File: config.mk
export PLATFORM = sky130hd
export DESIGN_NAME = pfde_front
export DESIGN_NICKNAME = d
export VERILOG_FILES = /design/src/pfde_pkg.sv /design/src/pfde_front.sv
export SDC_FILE = /design/constraint.sdc
export NUM_CORES = 1
export LEC_CHECK = 0
export BUFFER_PORTS_ARGS = -buffer_cell sky130_fd_sc_hd__buf_2
export CAP_MARGIN = 10
export CORE_ASPECT_RATIO = 0.6
export CORE_MARGIN = 4
export CORE_UTILIZATION = 50
export DETAILED_ROUTE_END_ITERATION = 7
export GPL_TIMING_DRIVEN = 0
export PLACE_DENSITY_LB_ADDON = 0.1
export SLEW_MARGIN = 10
export SYNTH_ARGS = -nofsm -noshare
export SYNTH_HDL_FRONTEND = slang
export SYNTH_SLANG_ARGS = --single-unit
File: constraint.sdc
create_clock -name clk -period 4.9 [get_ports clk]
set_clock_uncertainty 0.1 [all_clocks]
set_input_delay 0.735 -clock clk [delete_from_list [all_inputs] [get_ports clk]]
set_output_delay 0.735 -clock clk [all_outputs]
set_load 0.01 [all_outputs]
File: src/pfde_pkg.sv
`timescale 1ns / 1ps
package pfde_pkg;

  localparam int SCREEN_WIDTH_DEF = 84;
  localparam int PAGE_COUNT_DEF   = 6;

  localparam logic [2:0] CMD_WPIX  = 3'd0;
  localparam logic [2:0] CMD_GPIX  = 3'd1;
  localparam logic [2:0] CMD_LINE  = 3'd2;
  localparam logic [2:0] CMD_BOX   = 3'd3;
  localparam logic [2:0] CMD_FILL  = 3'd4;
  localparam logic [2:0] CMD_CLR   = 3'd5;
  localparam logic [2:0] CMD_RBYTE = 3'd6;

  typedef struct packed {
    logic [2:0] command;
    logic [6:0] x_start;
    logic [5:0] y_start;
    logic [6:0] x_end;
    logic [5:0] y_end;
    logic [7:0] pixel_value;
    logic [9:0] byte_index;
  } in_t;

  typedef struct packed {
    logic [7:0] read_data;
    logic       clipped;
  } out_t;

  // handshake between the command queue and the executor
  typedef struct packed {
    logic valid;
    in_t  cmd;
  } queue_head_t;

endpackage

File: src/pfde_front.sv
`timescale 1ns / 1ps
module pfde_front (
  input  logic                 clk,
  input  logic                 rst,
  input  logic                 in_valid,
  output logic                 in_ready,
  input  pfde_pkg::in_t        in_data,
  input  logic                 open,
  output pfde_pkg::queue_head_t head,
  input  logic                 pop
);

  pfde_pkg::in_t slot [2];
  logic          wr_ptr;
  logic          rd_ptr;
  logic [1:0]    count;
  logic          push;
  logic          take;

  // accept only after the frame memory is cleared and while room remains
  assign in_ready = open && (count != 2'd2);
  assign push     = in_valid && in_ready;
  assign take     = pop && (count != 2'd0);

  assign head.valid = (count != 2'd0);
  assign head.cmd   = slot[rd_ptr];

  // hold commands in a two-entry queue
  always_ff @(posedge clk) begin
    if (push) begin
      slot[wr_ptr] <= in_data;
    end
    if (rst) begin
      wr_ptr <= 1'b0;
      rd_ptr <= 1'b0;
      count  <= 2'd0;
    end else begin
      if (push) wr_ptr <= ~wr_ptr;
      if (take) rd_ptr <= ~rd_ptr;
      if (push && !take) count <= count + 2'd1;
      else if (!push && take) count <= count - 2'd1;
    end
  end

endmodule

==> flow_summary.toml, run 1 <==
[status]
outcome = "finished clean"

[sta]
finalCritPeriodShare_pct = 48.0
min_period_ps = 2350
rsz0062_at_grt = "no"
maxSlewHeadroom_pct = 50.9
setup_viol = 0
hold_slack_ps = 405
finalHoldViolations = 0
worstMarginPinSlew_ps = 734
fmax_ghz = 0.425
fin_ws_ps = 2550
slew_viol_final = 0

[cts]
post_cts_buffers = 0
cts_tree = "yes"
cts_made_buffers = 9
htreeDepth = 3
ctsHoldBuffers = 0
cts_sinks = 99
root_buffer = "clkbuf_16"
cts_resized = 0
clkLatencyLatePin_ps = 330
clockBufferDepth = 2
path_clk_slew_ps = 60

[floorplan]
coreArea_um2 = 6880
fp.dieH_um = 74.1
num_io_pins = 101
num_rows = 23
start_util_pct = 52.9
chipWidth_um = 118
die_area_um2 = 8750

[pwr]
power.density_cell_area_nw_per_um2 = 486
peakVddDrop_mv = 0.311
p_leak_nw = 1.72

[place]
dp_cells = 360
port_buffers = 100
gp_congestion = 0.681
dp_hpwl_mm = 4.08
place_ws_ps = 2520

[setup_path]
arrival_ps = 1520
cp_cell_sequence = "buf_4 -> buf_6 -> mux2_2 -> buf_2"
critical_path.max_stage_delay_ps = 350
worstSetupPathType = "flop to output pin"
slowest_stage = "mux2_2"
end_kind = "output pin"
cp_max_fo = 10
critPathLaunchType = "flop"
cp.required_ps = 4070

[final_layout]
fin_cells = 376
final_nets = 337
drive_gt1_share_pct = 60.2
area_growth_pct = 25.9
diodes = 0

[global_routing]
grt_usage_pct = 14.7
overflow = 0
grt_max_degree = 25
grt_pass1_vias = 1945
grt_first_pass_wirelength_mm = 9.58
grt_antenna_before_repair = 0

[routing]
vias = 1840
drt_first_iter_violations = 105
antenna_left = 0
wl_mm = 5.98
vias_per_cell = 4.89
drc = 0
wl_per_cell_um = 15.9
dr.pass1.iters = 4

[yosys]
syn-cell-area_um2 = 3640
yosys_warnings = 0
ys_types = 19
synth_fp_nets = 224
synth_seq_cells = 99
seq_area_frac_synth_pct = 80.3
avgSynthCellArea_um2 = 21.3
synthCells = 171

[run]
drv_cap = 0

[hold_path]
hold_path.class = "flop to flop"
through the flow:
stage	instance area [µm²]	util, %	power [mW]	TNS, ps
after floorplan	3640	-	1.40	0
after global placement	4250	61.8	1.59	-47.4
after detailed placement	4300	62.5	1.59	0
after CTS	4580	66.6	2.26	0
after global routing	4580	66.6	2.34	0
final	4580	66.6	2.23	0
synth_stat cells:
master | count | area, µm²
buf_4 | 1 | 7.51
mux2_4 | 1 | 15.0
edfxtp_1 | 94 | 2820
nor2_1 | 4 | 15.0
o21ai_0 | 2 | 10.0
ha_1 | 1 | 12.5
or2_2 | 1 | 6.26
buf_6 | 3 | 33.8
nor2b_1 | 2 | 12.5
and2_1 | 1 | 6.26
buf_2 | 1 | 5.00
and3_4 | 1 | 11.3
a21oi_1 | 1 | 5.00
or3_1 | 1 | 6.26
xor2_1 | 3 | 26.3
dfxtp_1 | 5 | 100
mux2_2 | 47 | 529
nand2b_1 | 1 | 6.26
and2_2 | 1 | 7.51
worst max-delay path, delay by kind of cell (launching register included):
| kind | cells | cell delay, ps |
|---|---|---|
| buffers and inverters | 3 | 530 |
| flip-flops | 1 | 320 |
| multiplexers | 1 | 350 |
routing by layer:
layer	GRT usage [%]	vias up	routed length, µm
met5	0	-	0
met4	4.68	0	69
met3	7.14	8	511
met2	22.8	70	2690
met1	18.5	868	2710
li1	-	894	-
flip-flops by register name, indices dropped and copies added, names as in the netlist, named ones only:
| register | count |
|---|---|
| rd_ptr | 1 |
| count | 2 |
| slot | 94 |
| wr_ptr | 1 |
area by class of cell:
type                            count  area (µm²)
Timing Repair Buffer              102         541
Tap cell                           87         109
Clock buffer                       10         229
Multi-Input combinational cell     67         678
Fill cell                         499        2300
Clock inverter                      6        56.3
Buffer                              5        46.3
Sequential cell                    99        2920
layout by cell type, fill, tap and decap left out, drive strengths merged:
master,synthesis,layout
a21oi,1,1
and2,2,2
and3,1,1
buf,5,107
bufinv,0,1
clkbuf,0,10
clkinv,0,4
clkinvlp,0,1
dfxtp,5,5
edfxtp,94,94
ha,1,1
mux2,48,48
nand2b,1,1
nor2,4,4
nor2b,2,2
o21ai,2,2
or2,1,1
or3,1,1
xor2,3,3
power by group:
group / switching [mW] / internal [mW]
Sequential: 0.0233 / 1.01
Combinational: 0.260 / 0.272
Clock: 0.270 / 0.391
logic make-up after synthesis:
| group | after synthesis | synth area share (%) |
|---|---|---|
| AND/OR/NAND/NOR | 12 | 1.96 |
| AO/OA/AOI/OAI | 3 | 0.413 |
| multiplexers | 48 | 15.0 |
| adder cells (fa/ha/maj) | 1 | 0.344 |
| buffers and inverters | 5 | 1.27 |
| flip-flops | 99 | 80.3 |
| XOR/XNOR | 3 | 0.722 |
worst paths after layout:
kind                            slack [ps]                     to  cells after the start                   from
worst max-delay path                  2550               head[11]                      4                   flop
worst min-delay path                   400                   flop                      2    rd_ptr$_SDFFE_PP0P_
worst max register to register        2840  slot[0][35]$_DFFE_PP_                      4  count[0]$_SDFFE_PP0P_
worst min register to register         400                   flop                      2    rd_ptr$_SDFFE_PP0P_
Note: power is estimated with default switching activity, not from simulation.
==> inputs of run 2 (changes only) <==
--- a/config.mk
+++ b/config.mk
@@ -9,7 +9,7 @@
 export CAP_MARGIN = 10
 export CORE_ASPECT_RATIO = 0.6
 export CORE_MARGIN = 4
-export CORE_UTILIZATION = 50
+export CORE_UTILIZATION = 46
 export DETAILED_ROUTE_END_ITERATION = 7
 export GPL_TIMING_DRIVEN = 0
 export PLACE_DENSITY_LB_ADDON = 0.1
==> constraint.sdc (replaced) <==
create_clock -name clk -period 1.95 [get_ports clk]
set_clock_uncertainty 0.1 [all_clocks]
set_input_delay 0.2925 -clock clk [delete_from_list [all_inputs] [get_ports clk]]
set_output_delay 0.2925 -clock clk [all_outputs]
set_load 0.01 [all_outputs]
==> flow_summary.toml, run 2 (synthesis gave the netlist of run 1 again) <==
[setup_path]
end_kind = "output pin"
slowest_stage = "mux2_2"
critical_path.max_stage_delay_ps = 350
arrival_ps = 1470
cp.required_ps = 1560
critPathLaunchType = "flop"
cp_max_fo = 10
critical-path-top-delay-family = "buffers and inverters"
path_buf_inv = 3
worstSetupPathType = "flop to output pin"
cp_cell_sequence = "buf_6 -> buf_6 -> mux2_2 -> buf_2"
cpMostUsedCell = "buf_6"

[sta]
finalHoldViolations = 0
setup_viol = 0
min_period_ps = 1870
finalCritPeriodShare_pct = 95.7
slew_viol_final = 0
fin_ws_ps = 83.1
maxSlewHeadroom_pct = 55.5
fmax_ghz = 0.536
worstMarginPinSlew_ps = 667

[pwr]
power.density_cell_area_nw_per_um2 = 1230
p_clk_share_pct = 29.4
p_int_mw = 4.25
p_leak_nw = 1.74
peakVddDrop_mv = 0.797
power.total_mw = 5.69
power.switching_mw = 1.44
swShare_pct = 25.3
pwr-share-comb_pct = 24.9
sequentialPowerShare_pct = 45.7

[hold_path]
hold_path.class = "input pin to flop"

[final_layout]
area_growth_pct = 27.3
layout_commonest_cell = "buf_2"
drive_gt1_share_pct = 61.1
largest_registers = "slot (94), count (2)"
fin_cells = 397
regArea_um2 = 2920
final_nets = 341
diodes = 0
multi_input_area_um2 = 688
nFillCells = 555
largest_reg_flops = 94
most-common-layout-cells = "buf_2 (101), edfxtp_1 (94), mux2_2 (47), clkbuf_16 (9)"
top_register = "slot"
design_area_um2 = 4630

[global_routing]
grt_first_pass_wirelength_mm = 9.65
grt_max_degree = 48
gr-usage-met3_pct = 6.32
busiest_layer = "met2"
grt_pass1_vias = 1959
grt_usage_pct = 14.0
grt_antenna_before_repair = 0
overflow = 0
global_route.usage.met1_pct = 17.2
grtUsageMet2_pct = 21.1

[status]
outcome = "finished clean"

[routing]
vias_per_cell = 4.82
wl_per_cell_um = 16.2
vias = 1912
wl_mm = 6.42
antenna_left = 0
dr.pass1.iters = 4
drc = 0
drt_first_iter_violations = 105

[floorplan]
chipWidth_um = 123
coreArea_um2 = 7480
num_rows = 24
num_io_pins = 101
die_area_um2 = 9440
fp.dieH_um = 76.9
start_util_pct = 48.7

[cts]
clkLatencyLatePin_ps = 330
cts_tree = "yes"
clockBufferDepth = 2
cts_sinks = 99
root_buffer = "clkbuf_16"
path_clk_slew_ps = 60
ctsHoldBuffers = 0
cts_made_buffers = 9
htreeDepth = 3

[place]
dp_cells = 376
dp_hpwl_mm = 4.19
place_ws_ps = -230
port_buffers = 100
place_area_um2 = 4300
gp_congestion = 0.688

[run]
drv_cap = 0
-- run 2: cell count changes in the layout (fill, tap and decap cells not counted) --
cell	previous run	this run
dfxtp_1	5	4
buf_4	1	4
dfxtp_2	0	1
buf_12	2	1
and2_4	0	1
buf_8	0	1
nor2b_2	0	1
and2_2	2	1
-- run 2: layer usage --
metal  part of all wire (%)  up-vias  wire, µm
met5                      0        -         0
met4                    1.8        0       117
met3                    8.8       12       563
met2                     46       63      2950
met1                     44      937      2800
li1                       -      900         -
-- run 2: area by class of cell --
| type | count | share of cell area (%) |
|---|---|---|
| Sequential cell | 99 | 63.1 |
| Multi-Input combinational cell | 68 | 14.9 |
| Timing Repair Buffer | 105 | 11.9 |
| Clock buffer | 10 | 4.94 |
| Clock inverter | 6 | 1.22 |
| Tap cell | 104 | 2.81 |
| Buffer | 5 | 1.16 |
-- run 2: path summary, 6_finish.rpt --
kind / endpoint / start / slack, ps / cells past startpoint
worst max-delay path: head[19] / flop / 80 / 4
worst min-delay path: slot[0][19]$_DFFE_PP_ / in_data[19] / 40 / 1
worst max register to register: slot[0][8]$_DFFE_PP_ / count[0]$_SDFFE_PP0P_ / 150 / 4
worst min register to register: count[1]$_SDFFE_PP0P_ / count[1]$_SDFFE_PP0P_ / 420 / 2
-- run 2: per-stage QoR --
stage / TNS (ps) / hold slack (ps) / utilization, %
6_report: 0 / 41.7 / 61.9
5_1_grt: -1.05 / 26.1 / 61.9
4_1_cts: 0 / 28.3 / 61.5
3_5_place_dp: -12650 / 384 / 57.5
3_3_place_gp: -30130 / 380 / 57.2
2_1_floorplan: 0 / 257 / -
-- run 2: worst reg2reg max path, delay by kind of cell, from the launching register on --
| family | cells | cell delay, ps |
|---|---|---|
| buffers and inverters | 1 | 260 |
| DFF | 1 | 360 |
| and+or+nand+nor | 3 | 770 |
-- run 2: power by group through the flow --
stage               combinational (mW)  clock [mW]  sequential [mW]
detailed placement                1.37           0             2.65
global placement                  1.35           0             2.65
global route                      1.54        1.82             2.62
finish                            1.42        1.67             2.60
CTS                               1.39        1.71             2.60
floorplan                        0.879           0             2.63
-- run 2: what timing repair did --
action | 4_1_cts | 5_1_grt
buffers inserted | 0 | 4
gates cloned | 1 | 0
endpoints found under the setup margin | 75 | 28
gates resized for setup | 2 | 1
==> inputs of run 3 (changes only) <==
--- a/config.mk
+++ b/config.mk
@@ -5,11 +5,12 @@
 export SDC_FILE = /design/constraint.sdc
 export NUM_CORES = 1
 export LEC_CHECK = 0
+export ABC_AREA = 1
 export BUFFER_PORTS_ARGS = -buffer_cell sky130_fd_sc_hd__buf_2
 export CAP_MARGIN = 10
 export CORE_ASPECT_RATIO = 0.6
 export CORE_MARGIN = 4
-export CORE_UTILIZATION = 46
+export CORE_UTILIZATION = 47
 export DETAILED_ROUTE_END_ITERATION = 7
 export GPL_TIMING_DRIVEN = 0
 export PLACE_DENSITY_LB_ADDON = 0.1
==> flow_summary.toml, run 3 <==
[status]
outcome = "finished clean"

[place]
place_ws_ps = -318
port_buffers = 100
gp_congestion = 0.748
dp_cells = 390
dp_hpwl_mm = 4.41

[setup_path]
cp_max_fo = 10
critPathLaunchType = "flop"
path_buf_inv = 3
cpMostUsedCell = "buf_6"
cp_cell_sequence = "buf_6 -> buf_6 -> mux2_4 -> buf_2"
slowest_stage = "dfxtp_1"
critical_path.max_stage_delay_ps = 340
arrival_ps = 1470
cp.depth = 4
reg2reg_depth = 2
rrSetupSlack_ps = 110
critical-path-top-delay-family = "buffers and inverters"
crit_end = "head[23]"
r2r-end = "slot[1][21]$_DFFE_PP_"
rr_startpoint = "wr_ptr$_SDFFE_PP0P_"
end_kind = "output pin"
cp.required_ps = 1560
worstSetupPathType = "flop to output pin"

[yosys]
synth_xor_area_share_pct = 0
synth_top_area_share_pct = 74.9
ys_top_cells_by_count = "edfxtp_1 (94), mux2_4 (30), mux2_2 (17)"
seq_area_frac_synth_pct = 77.6
yosys_warnings = 0
ys_types = 15
yosys.cell_count.top_type = "edfxtp_1"
synth_seq_cells = 99
synth_fp_nets = 238
ys.flop_type = "edfxtp_1"
netlist_top_cells_area = "edfxtp_1 (75%), mux2_4 (12%), mux2_2 (5.1%)"
synthAdderAreaFrac_pct = 0.332
synth_edf_count = 94
synth_area_leader_cell = "edfxtp_1"
avgSynthCellArea_um2 = 20.4
syn-cell-area_um2 = 3770
ys_async_sr_fraction_pct = 0
synth.area.mux_share_pct = 17.0
synth_top_family_by_area = "multiplexers"
yosys.area_share.simple_pct = 2.23
synth_compound_gate_area_share_pct = 0.598
synthCells = 185

[cts]
clockBufferDepth = 2
clkLatencyLatePin_ps = 330
root_buffer = "clkbuf_16"
cts_tree = "yes"
cts_sinks = 99
htreeDepth = 3
cts_made_buffers = 9
path_clk_slew_ps = 60
ctsHoldBuffers = 0

[sta]
setup_viol = 0
hold_slack_ps = 24.8
min_period_ps = 1870
worstMarginPinSlew_ps = 547
maxSlewHeadroom_pct = 63.5
finalCritPeriodShare_pct = 95.7
rsz0062_at_grt = "no"
fin_ws_ps = 83.4
slew_viol_final = 0
fmax_ghz = 0.536
finalHoldViolations = 0

[routing]
vias_per_cell = 4.77
wl_mm = 6.68
drc = 0
vias = 1967
antenna_left = 0
dr.pass1.iters = 4
drt_first_iter_violations = 74
wl_per_cell_um = 16.2

[global_routing]
grt_max_degree = 26
global_route.usage.met1_pct = 17.0
overflow = 0
grt_usage_pct = 14.3
grtUsageMet2_pct = 22.6
grt_first_pass_wirelength_mm = 9.97
grt_antenna_before_repair = 1
grt_pass1_vias = 1991
busiest_layer = "met2"
gr-usage-met3_pct = 6.69

[pwr]
peakVddDrop_mv = 0.634
power.density_cell_area_nw_per_um2 = 1110
power.total_mw = 5.34
p_leak_nw = 1.89

[hold_path]
hold_path.class = "input pin to flop"

[final_layout]
fin_cells = 412
diodes = 0
final_nets = 357
layout_commonest_cell = "buf_2"
drive_gt1_share_pct = 57.8
nFillCells = 566
top_register = "slot"
largest_reg_flops = 94
area_growth_pct = 27.6
most-common-layout-cells = "buf_2 (101), edfxtp_1 (94), mux2_4 (30), mux2_2 (17), nand2_1 (10)"
largest_registers = "slot (94), count (2)"

[floorplan]
num_rows = 24
die_area_um2 = 9560
chipWidth_um = 124
coreArea_um2 = 7510
num_io_pins = 101
start_util_pct = 50.2
fp.dieH_um = 77.4

[run]
drv_cap = 0
==> run 3: cell types whose count changed after synthesis, moves of 2 or more <==
cell,delta
inv_1,+9
mux2_2,-30
mux2_4,+29
nand2_1,+10
nand3_1,+3
nand4_1,+2
nor2b_1,-2
xor2_1,-3
==> run 3: metrics by stage <==
stage	TNS, ps	instance area, µm²	utilization (%)
final	0	4810	64.0
after global routing	0	4810	64.0
after CTS	0	4760	63.4
after detailed placement	-14790	4430	59.0
after global placement	-26170	4410	58.7
after floorplan	0	3780	-
==> run 3: area by class of cell <==
class	count	area [µm²]	share of cell area (%)
inverter	9	40.0	0.833
clock inverter	5	85.1	1.77
timing repair buffer	106	558	11.6
buffer	5	53.8	1.12
sequential	99	2920	60.8
tap	104	130	2.71
timing repair inverter	1	7.51	0.156
clock buffer	10	229	4.76
multi-input combinational	73	779	16.2
==> run 3: kinds of logic after synthesis <==
kind of cell             after synthesis
flip-flops                            99
multiplexers                          47
adder cells (fa/ha/maj)                1
AND/OR/NAND/NOR                       20
AO/OA/AOI/OAI                          4
buffers and inverters                 14
==> run 3: per-layer routing <==
layer  share of wire (%)  vias to the layer above
met4                 1.3                        2
met5                0.19                        -
met1                  42                      940
li1                    -                      943
met2                  47                       71
met3                 9.2                       11
==> run 3: worst reg2reg max path: stages, from the launching register on <==
cell        delay (ps)
dfxtp_1            520
nand4_1            340
clkinvlp_4         510
==> run 3: timing repair <==
item,in CTS,in global routing
pin swaps,1,1
gates cloned,2,0
buffers inserted,0,5
gates resized for setup,1,5
setup endpoints to repair,52,108
==> run 3: worst min-delay path by stage <==
stage                     start  cells past startpoint  slack [ps]                   to
after detailed placement    rst                      2         360  wr_ptr$_SDFFE_PP0P_
after CTS                   rst                      2           8  wr_ptr$_SDFFE_PP0P_
final                       rst                      2          20  wr_ptr$_SDFFE_PP0P_
after floorplan             rst                      1         260  wr_ptr$_SDFFE_PP0P_
after global routing        rst                      2          20  wr_ptr$_SDFFE_PP0P_
after global placement      rst                      2         370  wr_ptr$_SDFFE_PP0P_
==> run 3: power breakdown <==
group / switching [mW] / internal (mW) / leakage [nW]
clock network: 0.692 / 1.12 / 0.150
logic: 0.483 / 0.509 / 0.834
registers: 0.0461 / 2.48 / 0.902
total: 1.22 / 4.11 / 1.89
